[config.mk]
export PLATFORM = sky130hd
export DESIGN_NAME = lla_cell
export DESIGN_NICKNAME = d
export VERILOG_FILES = /design/src/sv/life_like_automaton_step_defines.svh /design/src/sv/lla_pkg.sv /design/src/sv/lla_cell.sv
export SDC_FILE = /design/constraint.sdc
export NUM_CORES = 1
export LEC_CHECK = 0
export ABC_CLOCK_PERIOD_IN_PS = 900
export CORE_MARGIN = 1.5
export CORE_UTILIZATION = 60
export DETAILED_ROUTE_END_ITERATION = 12
export DONT_BUFFER_PORTS = 1
export PLACE_DENSITY = 0.86
export RECOVER_POWER = 100
export SKIP_CTS_REPAIR_TIMING = 1
export SLEW_MARGIN = 20
export SYNTH_ARGS = -nofsm -noshare
export SYNTH_HDL_FRONTEND = slang
export SYNTH_SLANG_ARGS = --single-unit
[constraint.sdc]
create_clock -name clk -period 0.9 [get_ports clk]
set_input_delay 0.09 -clock clk [delete_from_list [all_inputs] [get_ports clk]]
set_output_delay 0.09 -clock clk [all_outputs]
set_load 0.05 [all_outputs]
[src/sv/life_like_automaton_step_defines.svh]
// Assertion macros used by the automaton RTL.
// LLA_ASSERT is quiet while rst is high; LLA_ASSERT_ALWAYS also checks during reset.
`ifndef LIFE_LIKE_AUTOMATON_STEP_DEFINES_SVH
`define LIFE_LIKE_AUTOMATON_STEP_DEFINES_SVH
`ifndef NO_ASSERTIONS
`define LLA_ASSERT(label, prop, msg) \
  label: assert property (@(posedge clk) disable iff (rst) prop) else $error(msg);
`define LLA_ASSERT_ALWAYS(label, prop, msg) \
  label: assert property (@(posedge clk) prop) else $error(msg);
`else
`define LLA_ASSERT(label, prop, msg)
`define LLA_ASSERT_ALWAYS(label, prop, msg)
`endif
`endif

[src/sv/lla_pkg.sv]
package lla_pkg;

  localparam int DEFAULT_MAX_COLUMNS = 64;
  localparam int DEFAULT_MAX_ROWS    = 64;

  localparam int ROW_PORT_W = 64;
  localparam int GEN_W      = 32;
  localparam int SIZE_W     = 7;
  localparam int RULE_W     = 9;
  localparam int CFG_DATA_W = 9;
  localparam int CFG_IDX_W  = 2;
  localparam int NBR_W      = 4;

  // Command codes
  typedef enum logic [1:0] {
    CMD_WRITE = 2'd0,
    CMD_STEP  = 2'd1,
    CMD_READ  = 2'd2
  } cmd_t;

  // Register indexes on the configuration port
  localparam logic [CFG_IDX_W-1:0] REG_GRID_WIDTH   = 2'd0;
  localparam logic [CFG_IDX_W-1:0] REG_GRID_HEIGHT  = 2'd1;
  localparam logic [CFG_IDX_W-1:0] REG_BIRTH_MASK   = 2'd2;
  localparam logic [CFG_IDX_W-1:0] REG_SURVIVE_MASK = 2'd3;

  localparam logic [SIZE_W-1:0] RESET_GRID_WIDTH   = 7'd40;
  localparam logic [SIZE_W-1:0] RESET_GRID_HEIGHT  = 7'd30;
  localparam logic [RULE_W-1:0] RESET_BIRTH_MASK   = 9'd8;
  localparam logic [RULE_W-1:0] RESET_SURVIVE_MASK = 9'd12;

  typedef struct packed {
    logic [RULE_W-1:0] birth;
    logic [RULE_W-1:0] survive;
  } rule_t;

endpackage

[src/sv/lla_cell.sv]
// One row of the grid; advances to the neighbor slot on every shift.
module lla_cell #(
  parameter int COLS = lla_pkg::DEFAULT_MAX_COLUMNS
) (
  input  logic            clk,
  input  logic            rst,
  input  logic            shift,
  input  logic [COLS-1:0] row_in,
  output logic [COLS-1:0] row_out
);

  logic [COLS-1:0] row;

  always_ff @(posedge clk) begin
    if (rst) begin
      row <= '0;
    end else if (shift) begin
      row <= row_in;
    end
  end

  assign row_out = row;

endmodule

Word-level counts from Yosys, hierarchy flattened
Cells that the tools add are included.

Logic and storage cells: 1. Bits of input ports: 67. Register bits after elaboration: 64. Output and inout bits: 64.

Logic depth before layout (Yosys ltp)
Word-level depth: 0. Depth in mapped cells: 4. Mapped depth without buffers: 2.

Worst setup path after synthesis
No wires, ideal clock.

Path kind: flip-flop to flip-flop. Start: register, netlist name row_out[0]. End: register row[0], in the netlist row_out[0]. Stages on the path, launching flop included: 3. Arrival time: 0.817 ns. Period minus slack after synthesis: 0.882 ns. Library setup time: 0.065 ns. Slack: 0.018 ns. Buffers on the path: 0. Required time: 0.835 ns. Path through: dfxtp_1 mux2i_1 nor2_1.

RTL lines: to (signal assigned) (line lla_cell.sv:18) `row <= row_in;`; to (decl) (line lla_cell.sv:12) `logic [COLS-1:0] row;`.

Worst setup path in the final report
Start: register row[4], in the netlist row_out[4]. End: output port row_out[4].

RTL lines: to (decl) (line lla_cell.sv:9) `output logic [COLS-1:0] row_out`.

No word-level cell between the ends.

==> impl_metrics.toml <==
[synthesis]
syn_avg_cell_area_sq_um = 11.1
yosys_warnings = 0
synthCells = 206
yosys-top-cells-count = "dfxtp_1 (64), mux2i_1 (64), nor2_1 (64)"
synth_nets = 273
syn_area_sq_um = 2290
netlist.area_leader.share_pct = 55.9
yosys.area.top_type = "dfxtp_1"
async_flop_share_pct = 0
yosys.cell_types.count = 7
ys.flop_type = "dfxtp_1"
synth_edf_count = 0
synthTopCellsByArea = "dfxtp_1 (56%), mux2i_1 (28%), nor2_1 (10%)"
synth_seq_area_share_pct = 55.9
ys_seq_elements = 64

[timing]
worst_slew_pin_slew_ns = 0.213
fmax_mhz = 1070
setup_ws_ns = -0.0363
setup_viol = 54
holdWs_ns = -0.166
finalCritPeriodShare_pct = 104
rsz0062_at_grt = "yes"
finalClockSkew_ns = 0
finalHoldViolations = 64
slew_viol_final = 0
fin_crit_ns = 0.936
relSlewSlack_pct = 85.4

[floorplanning]
die_area_sq_um = 4200
fp.dieW_um = 64.8
initial_utilization_pct = 62.6
core_area_sq_um = 3660
rows = 22
fp.dieH_um = 64.8
ioPinCount = 131

[clock_network]
clock_sinks = 64
clk_path_buf_depth = 2
h-tree-depth = 3
path_clk_slew_ns = 0.07
cts_tree = "done"
numCtsBuffers = 9
root_buffer = "clkbuf_8"
insertion_delay_ns = 0.33

[grt]
grt_first_pass_wirelength_um = 7130
first_global_vias = 1652
grt-ovfl-total = 0
grt_usage_pct = 22.8
antenna_found_initial = 0
grt_max_degree = 65

[critical_path]
cp.required_ns = 0.81
worst-r2r-cell-count = 3
startpoint_type = "flip-flop"
crit_type = "flip-flop to primary output"
cp-end-kind = "primary output"
cp_max_fo = 2
startpoint = "row_out[4]$_SDFFE_PP0P_"
cp.depth = 1
cp_top_family = "flip-flops"
crit_chain = "buf_8"
crit_arrival_ns = 0.85
cp_slowest_cell = "dfxtp_2"
worst-path-buf-inv = 1
max_stage_delay_ns = 0.37
reg2reg_from = "row_out[23]$_SDFFE_PP0P_"

[hold_path]
whs_path_depth = 1
hold_path.class = "input port to flip-flop"
hp-start = "rst"

[cells_and_area]
fillers = 115
area_growth_pct = 48.5
diodes = 0
final_nets = 338
multiInputGateArea_sq_um = 881
drive_above_1_share_pct = 52.9
seq_area_sq_um = 1360
stdcell_count = 324
final_util_pct = 92.9
largest_reg_flops = 64

[detailed_routing]
drc = 0
ant_nets = 0
drtIter0Drc = 86
wirelength_um = 6510
vias = 1774
via_per_inst = 5.48
drtPass1Iterations = 4
wire_per_inst_um = 20.1

[placement]
io_buffers = 0
gp_congestion = 0.702
dpl.cell_count = 304
dpl.hpwl_um = 3320

[outcome]
outcome = "finished with violations"
violations = "negative hold slack, negative setup slack"

[power]
leakagePower_nw = 1.61
irDropWorstVdd_mv = 1.46
power_density_nw_per_um2 = 2070

[run]
cap_violations = 0
## where the power goes
part / switching, mW / internal (mW)
clock network: 1.04 / 1.43
logic: 0.796 / 0.570
registers: 0.155 / 3.04
## routing by layer
metal | vias to the layer above | GRT usage (%) | share of wire [%]
li1 | 816 | - | -
met1 | 840 | 24.9 | 37
met2 | 104 | 38.9 | 52
met3 | 14 | 6.60 | 8.7
met4 | 0 | 13.6 | 2.2
met5 | - | 0 | 0
## area by class of cell
type | count | area share [%]
clock buffers | 13 | 4.67
clock inverters | 3 | 1.18
multi-input cells | 128 | 25.9
flip-flops and latches | 64 | 40.0
well taps | 48 | 1.77
repair buffers | 68 | 26.5
## cells by family after synthesis
family / count (synthesis) / synth area share (%)
multiplexers: 64 / 28.0
flip-flops: 64 / 55.9
buffers and inverters: 14 / 5.63
AND/OR/NAND/NOR: 64 / 10.5
## final timing paths
path,slack (ns),end
worst max-delay path,-0.04,row_out[4]
worst min-delay path,-0.17,row_out[14]$_SDFFE_PP0P_
worst max register to register,0.03,row_out[23]$_SDFFE_PP0P_
worst min register to register,0.51,row_out[40]$_SDFFE_PP0P_
## cells in the final DEF, fill, tap and decap left out, drive strengths merged
master,netlist,layout
clkinv,0,2
clkbuf,1,13
buf,13,68
dfxtp,64,64
bufinv,0,1
nor2,64,64
mux2i,64,64
## per-stage QoR
stage	instance area (sq um)	hold WS (ns)	worst slack, ns	total power [mW]	TNS, ns
2_1_floorplan	2290	0.237	0.0180	4.11	0
4_1_cts	2900	-0.183	-0.110	6.69	-4.27
5_1_grt	3400	-0.202	-0.0666	7.26	-2.99
3_5_place_dp	2700	0.170	0.264	4.29	0
6_report	3400	-0.166	-0.0363	7.03	-0.701
3_3_place_gp	2700	0.168	0.303	4.25	0
(Power assumes the default switching activity.)
