## src/sv/life_like_automaton_step_defines.svh

```systemverilog
// Assertion macros used by the automaton RTL.
// LLA_ASSERT is quiet while rst is high; LLA_ASSERT_ALWAYS also checks during reset.
`ifndef LIFE_LIKE_AUTOMATON_STEP_DEFINES_SVH
`define LIFE_LIKE_AUTOMATON_STEP_DEFINES_SVH
`ifndef NO_ASSERTIONS
`define LLA_ASSERT(label, prop, msg) \
  label: assert property (@(posedge clk) disable iff (rst) prop) else $error(msg);
`define LLA_ASSERT_ALWAYS(label, prop, msg) \
  label: assert property (@(posedge clk) prop) else $error(msg);
`else
`define LLA_ASSERT(label, prop, msg)
`define LLA_ASSERT_ALWAYS(label, prop, msg)
`endif
`endif

```

## src/sv/lla_pkg.sv

```systemverilog
package lla_pkg;

  localparam int DEFAULT_MAX_COLUMNS = 64;
  localparam int DEFAULT_MAX_ROWS    = 64;

  localparam int ROW_PORT_W = 64;
  localparam int GEN_W      = 32;
  localparam int SIZE_W     = 7;
  localparam int RULE_W     = 9;
  localparam int CFG_DATA_W = 9;
  localparam int CFG_IDX_W  = 2;
  localparam int NBR_W      = 4;

  // Command codes
  typedef enum logic [1:0] {
    CMD_WRITE = 2'd0,
    CMD_STEP  = 2'd1,
    CMD_READ  = 2'd2
  } cmd_t;

  // Register indexes on the configuration port
  localparam logic [CFG_IDX_W-1:0] REG_GRID_WIDTH   = 2'd0;
  localparam logic [CFG_IDX_W-1:0] REG_GRID_HEIGHT  = 2'd1;
  localparam logic [CFG_IDX_W-1:0] REG_BIRTH_MASK   = 2'd2;
  localparam logic [CFG_IDX_W-1:0] REG_SURVIVE_MASK = 2'd3;

  localparam logic [SIZE_W-1:0] RESET_GRID_WIDTH   = 7'd40;
  localparam logic [SIZE_W-1:0] RESET_GRID_HEIGHT  = 7'd30;
  localparam logic [RULE_W-1:0] RESET_BIRTH_MASK   = 9'd8;
  localparam logic [RULE_W-1:0] RESET_SURVIVE_MASK = 9'd12;

  typedef struct packed {
    logic [RULE_W-1:0] birth;
    logic [RULE_W-1:0] survive;
  } rule_t;

endpackage

```

## src/sv/lla_rule.sv

```systemverilog
// New row from a three-row window; columns outside the mask come out dead.
module lla_rule #(
  parameter int COLS = lla_pkg::DEFAULT_MAX_COLUMNS
) (
  input  lla_pkg::rule_t  rule_cfg,
  input  logic [COLS-1:0] col_mask,
  input  logic [COLS-1:0] row_up,
  input  logic [COLS-1:0] row_mid,
  input  logic [COLS-1:0] row_dn,
  output logic [COLS-1:0] row_new
);

  logic [COLS+1:0] up_pad;
  logic [COLS+1:0] mid_pad;
  logic [COLS+1:0] dn_pad;

  assign up_pad  = {1'b0, row_up, 1'b0};
  assign mid_pad = {1'b0, row_mid, 1'b0};
  assign dn_pad  = {1'b0, row_dn, 1'b0};

  for (genvar x = 0; x < COLS; x++) begin : g_col
    logic [lla_pkg::NBR_W-1:0]  nbr_count;
    logic [lla_pkg::RULE_W-1:0] rule_bits;

    // padded index x+1 is column x
    assign nbr_count = lla_pkg::NBR_W'(up_pad[x]) + lla_pkg::NBR_W'(up_pad[x+1])
                     + lla_pkg::NBR_W'(up_pad[x+2]) + lla_pkg::NBR_W'(mid_pad[x])
                     + lla_pkg::NBR_W'(mid_pad[x+2]) + lla_pkg::NBR_W'(dn_pad[x])
                     + lla_pkg::NBR_W'(dn_pad[x+1]) + lla_pkg::NBR_W'(dn_pad[x+2]);
    assign rule_bits = row_mid[x] ? rule_cfg.survive : rule_cfg.birth;
    assign row_new[x] = rule_bits[nbr_count] & col_mask[x];
  end

endmodule

```

## config.mk

```make
export PLATFORM = sky130hd
export DESIGN_NAME = lla_rule
export DESIGN_NICKNAME = d
export VERILOG_FILES = /design/src/sv/life_like_automaton_step_defines.svh /design/src/sv/lla_pkg.sv /design/src/sv/lla_rule.sv
export SDC_FILE = /design/constraint.sdc
export NUM_CORES = 1
export LEC_CHECK = 0
export ABC_AREA = 1
export BUFFER_PORTS_ARGS = -buffer_cell sky130_fd_sc_hd__buf_4
export CAP_MARGIN = 30
export CORE_MARGIN = 3
export CORE_UTILIZATION = 56
export DETAILED_ROUTE_END_ITERATION = 6
export PLACE_DENSITY = 0.76
export SETUP_SLACK_MARGIN = 0.4
export SYNTH_ARGS = -nofsm -noshare
export SYNTH_HDL_FRONTEND = slang
export SYNTH_SLANG_ARGS = --single-unit
```

## constraint.sdc

```tcl
create_clock -name vclk -period 5.6
set_input_delay 1.12 -clock vclk [all_inputs]
set_output_delay 1.12 -clock vclk [all_outputs]
set_load 0.05 [all_outputs]
```

---- Word level (Yosys, flattened, before mapping) ----
Cells that the tools add are included.
word-level totals
  register bits ........................... 0
  bits of input ports ..................... 274
  output and inout port bits .............. 64
  word-level logic and storage cells ...... 761
operators by class
  $add $sub $neg .......................... 441
  $lt $le $gt $ge ......................... 64
  muxes and demuxes ....................... 192
  bitwise gates (word level) .............. 64
operators by type and width
  kind                                                        count
  adder 4 x 1 -> 4 bit                                        252
  2-to-1 mux 9 bit                                            64
  less-than comparator 4 x 5 -> 1 bit, second input constant  64
  binary-select mux 1 bit (select 4 bit)                      64
  adder 3 x 1 -> 4 bit                                        63
  adder 2 x 1 -> 3 bit                                        63
  adder 1 x 1 -> 2 bit                                        63
  AND 1 bit                                                   64
  2-to-1 mux 1 bit                                            64

---- Depth between registers and ports, before layout ----
  depth in word-level cells ............... 10
  depth in mapped cells ................... 15
  depth with buffers taken out ............ 14

---- Worst setup path before layout ----
OpenSTA, ideal clock, no wires.
  path kind ............................... input-to-output
  start ................................... input port row_mid[9]
  end ..................................... output port row_new[10]
  data arrival time ....................... 4.603 ns
  required time ........................... 4.480 ns
  setup slack ............................. -0.123 ns
  stages .................................. 13
  buffers on the path ..................... 1
  cells stage by stage .................... buf_2 -> inv_2 -> fa_1 -> fa_1 -> fa_1 -> inv_1 -> ha_1 -> fa_1 -> inv_1 -> nand4_1 -> a21boi_1 -> nand2_1 -> a21oi_1
on the way
  word-level cells in the longest chain between the ends .. 8
ends and longest elaborated chain
  what                                    RTL line        RTL
  from (decl)                             lla_rule.sv:8   input logic [COLS-1:0] row_mid,
  adder 3 x 1 -> 4 bit                    lla_rule.sv:27  + lla_pkg::NBR_W'(up_pad[x+2]) + lla_pkg::NBR_W'(mid_pad[x])
  adder 4 x 1 -> 4 bit (2 in series)      lla_rule.sv:28  + lla_pkg::NBR_W'(mid_pad[x+2]) + lla_pkg::NBR_W'(dn_pad[x])
  adder 4 x 1 -> 4 bit (2 in series)      lla_rule.sv:29  + lla_pkg::NBR_W'(dn_pad[x+1]) + lla_pkg::NBR_W'(dn_pad[x+2]);
  binary-select mux 1 bit (select 4 bit)  lla_rule.sv:31  assign row_new[x] = rule_bits[nbr_count] & col_mask[x];
  2-to-1 mux 1 bit (not written as such)  lla_rule.sv:31
  AND 1 bit                               lla_rule.sv:31
  to (decl)                               lla_rule.sv:10  output logic [COLS-1:0] row_new
No other way between the ends. The select of a mux whose other input is x is not followed.

---- Worst setup path in the final report ----
  start ................................... input port row_up[23]
  end ..................................... output port row_new[24]
on the way
  word-level cells in the longest chain between the ends .. 10
ends and longest elaborated chain
  what                                    RTL line        RTL
  from (decl)                             lla_rule.sv:7   input logic [COLS-1:0] row_up,
  adder 1 x 1 -> 2 bit                    lla_rule.sv:26  assign nbr_count = lla_pkg::NBR_W'(up_pad[x]) + lla_pkg::NBR_W'(up_pad[x+1])
  adder 2 x 1 -> 3 bit                    lla_rule.sv:27
  adder 3 x 1 -> 4 bit                    lla_rule.sv:27
  adder 4 x 1 -> 4 bit (2 in series)      lla_rule.sv:28
  adder 4 x 1 -> 4 bit (2 in series)      lla_rule.sv:29
  binary-select mux 1 bit (select 4 bit)  lla_rule.sv:31
  2-to-1 mux 1 bit (not written as such)  lla_rule.sv:31
  AND 1 bit                               lla_rule.sv:31
No other way between the ends. The select of a mux whose other input is x is not followed.

==> metrics.yaml <==
run_status: "completed"
synthXorXnorAreaFrac_pct: 2.31
synthCells: 4003
synth_top_area_share_pct: 26.1
arrival_ns: 4.34
vias_per_cell: 5.55
setup_slack_ns: 0.140
power_mw: 8.33
p_int_mw: 3.37
io_pins: 338
core_sq_mm: 0.0411
routedWlPerCell_microns: 17.0
dp_hpwl_mm: 54.6
power_frac_clock_pct: 0
die_w_microns: 211
cpPeakStageDelay_ns: 0.56
wl_met2_mm: 37.9
rows: 74
end_kind: "output pin"
yosys.area_share.simple_pct: 46.3
cp.required_ns: 4.48
synth_compound_area_share_pct: 4.43
rsz0062_at_grt: "true"
crit_slowest_cell: "fa_1"
p_comb_share_pct: 100.0
drtPass1Iterations: 6
vias: 26900
ant_nets: 0
p_sw_mw: 4.96
crit_family: "adder cells"
finish.utilization_pct: 71.6
antenna_found_initial: 7
worstMarginPinSlew_ns: 1.12
syn-num-nets: 4717
path_buf_inv: 5
path_max_fanout: 3
grt_first_pass_wirelength_mm: 128
grt_usage_pct: 35.0
syn_area_per_cell_sq_um: 5.86
nets: 5029
synthToLayoutAreaGrowth_pct: 25.5
wl_met3_mm: 8.92
drive_gt1_share_pct: 20.8
hold_start: "col_mask[63]"
most-common-layout-cells: "nand2_1, nand3_1, inv_1, buf_4, fa_1"
fin_tns_setup_ns: 0
overflow: 0
synth_fa_ha_area_share_pct: 31.5
port_buffers: 338
fin_crit_ns: 5.46
die_y_microns: 211
clockBufferCount: 0
gp_congestion: 0.920
postCtsHoldBufs: 0
synth_mux_area_share_pct: 0
min_to: "row_new[63]"
pwr-share-seq_pct: 0
highest-signal-layer: "met5"
p_leak_nw: 15.9
drt-met1-wl_mm: 32.4
fin_crit_sh_pct: 97.5
cp_cell_sequence: "buf_8 -> inv_6 -> fa_1 -> fa_2 -> fa_1 -> inv_1 -> ha_2 -> fa_1 -> inv_2 -> nand4_1 -> a21boi_2 -> nand2_1 -> a21oi_4 -> buf_6"
critPathKind: "input port to output pin"
finalMaxSlewViolations: 0
finalSetupViolations: 0
pre_cts_ws_ns: 0.121
hold_path.class: "input port to output pin"
maxCapViolations: 0
yosys_warnings: 0
synth_top_family_by_area: "simple AND/OR/NAND/NOR gates"
seq_cells: 0
final_common_cell: "nand2_1"
swShare_pct: 59.6
grt_max_degree: 65
drc: 0
yosysSeqAreaShare_pct: 0
path_common_cell: "fa_1"
seq_area_sq_um: 0
dieArea_sq_mm: 0.0444
relSlewSlack_pct: 25.1
hold_viol_final: 0
initialDrtViolationCount: 2544
start_util_pct: 57.1
hold_path_depth: 4
first_global_vias: 24600
yosysTopAreaCell: "nand2_1"
cp-start-kind: "input port"
ir_worst_vdd_uv: 306
synth_cell_types: 24
synthesis.area_sq_mm: 0.0235
powerDensity_mw_per_mm2: 283
routed_wl_mm: 82.2
fmax_ghz: 0.183
synth_area_leaders: "nand2_1, fa_1, nand3_1, ha_1, inv_1"
## power by group through the flow
stage          logic (mW)  clock network, mW  registers, mW
3_5_place_dp         7.32                  0              0
4_1_cts              7.89                  0              0
6_report             8.33       0.0000000719              0
2_1_floorplan        5.74                  0              0
5_1_grt              9.16       0.0000000478              0
3_3_place_gp         7.25                  0              0
## what timing repair did
item                       CTS  global route
setup buffers               40            82
pin swaps                  204           262
gates resized for setup    393           242
setup endpoints to repair   61            61
## cells in the mapped netlist
master	n
nand2_1	1630
clkbuf_1	4
clkinv_1	9
buf_4	69
nand3b_1	55
nand3_1	748
o21ai_1	4
a21boi_0	7
buf_2	86
inv_2	55
o211ai_1	4
xor2_1	52
inv_4	1
xnor2_1	10
nand4_1	53
ha_1	188
fa_1	252
a21boi_1	55
a21oi_1	7
a21oi_2	50
inv_1	557
o21ai_0	10
buf_6	29
nor2_1	68
## cells by family (layout without fill, tap and decap cells)
family          Yosys count  count (layout)
simple gates           2554            2554
compound gates          137             137
xor+xnor                 62              62
fa+ha+maj               440             440
other cells               0               3
buf+inv                 810            1120
## tightest hold or removal path: stages
cell and delay (ns):
buf_4 0.11, nand2_1 0.06, nor2_1 0.04, buf_4 0.18
## routing by layer
layer | up-vias | GRT usage (%)
li1 | 13100 | -
met1 | 12200 | 47.5
met2 | 1389 | 57.2
met3 | 224 | 5.76
met4 | 8 | 11.5
met5 | - | 0
## per-stage QoR
step	instances	instance area [sq um]	hold slack (ns)
finish	4848	29400	2.63
global placement	4719	26600	2.62
detailed placement	4722	26700	2.62
global route	4847	29400	2.64
floorplan	4003	24700	2.47
CTS	4762	28000	2.62
## cell type report
type	instances	area [sq um]
multi-input combinational	3193	21000
fill	3581	11700
timing repair buffer	498	4830
inverter	622	2910
tap	532	666
antenna	3	7.51
## worst max path at each step
| stage | from | end | slack, ns | depth (start not counted) |
|---|---|---|---|---|
| global route | row_up[23] | row_new[24] | 0.04 | 14 |
| global placement | row_up[19] | row_new[19] | 0.14 | 14 |
| CTS | row_mid[8] | row_new[9] | 0.15 | 14 |
| floorplan | row_mid[9] | row_new[10] | 0.35 | 13 |
| detailed placement | row_up[18] | row_new[18] | 0.12 | 14 |
| finish | row_up[23] | row_new[24] | 0.14 | 14 |
Note: power is estimated with default switching activity, not from simulation.
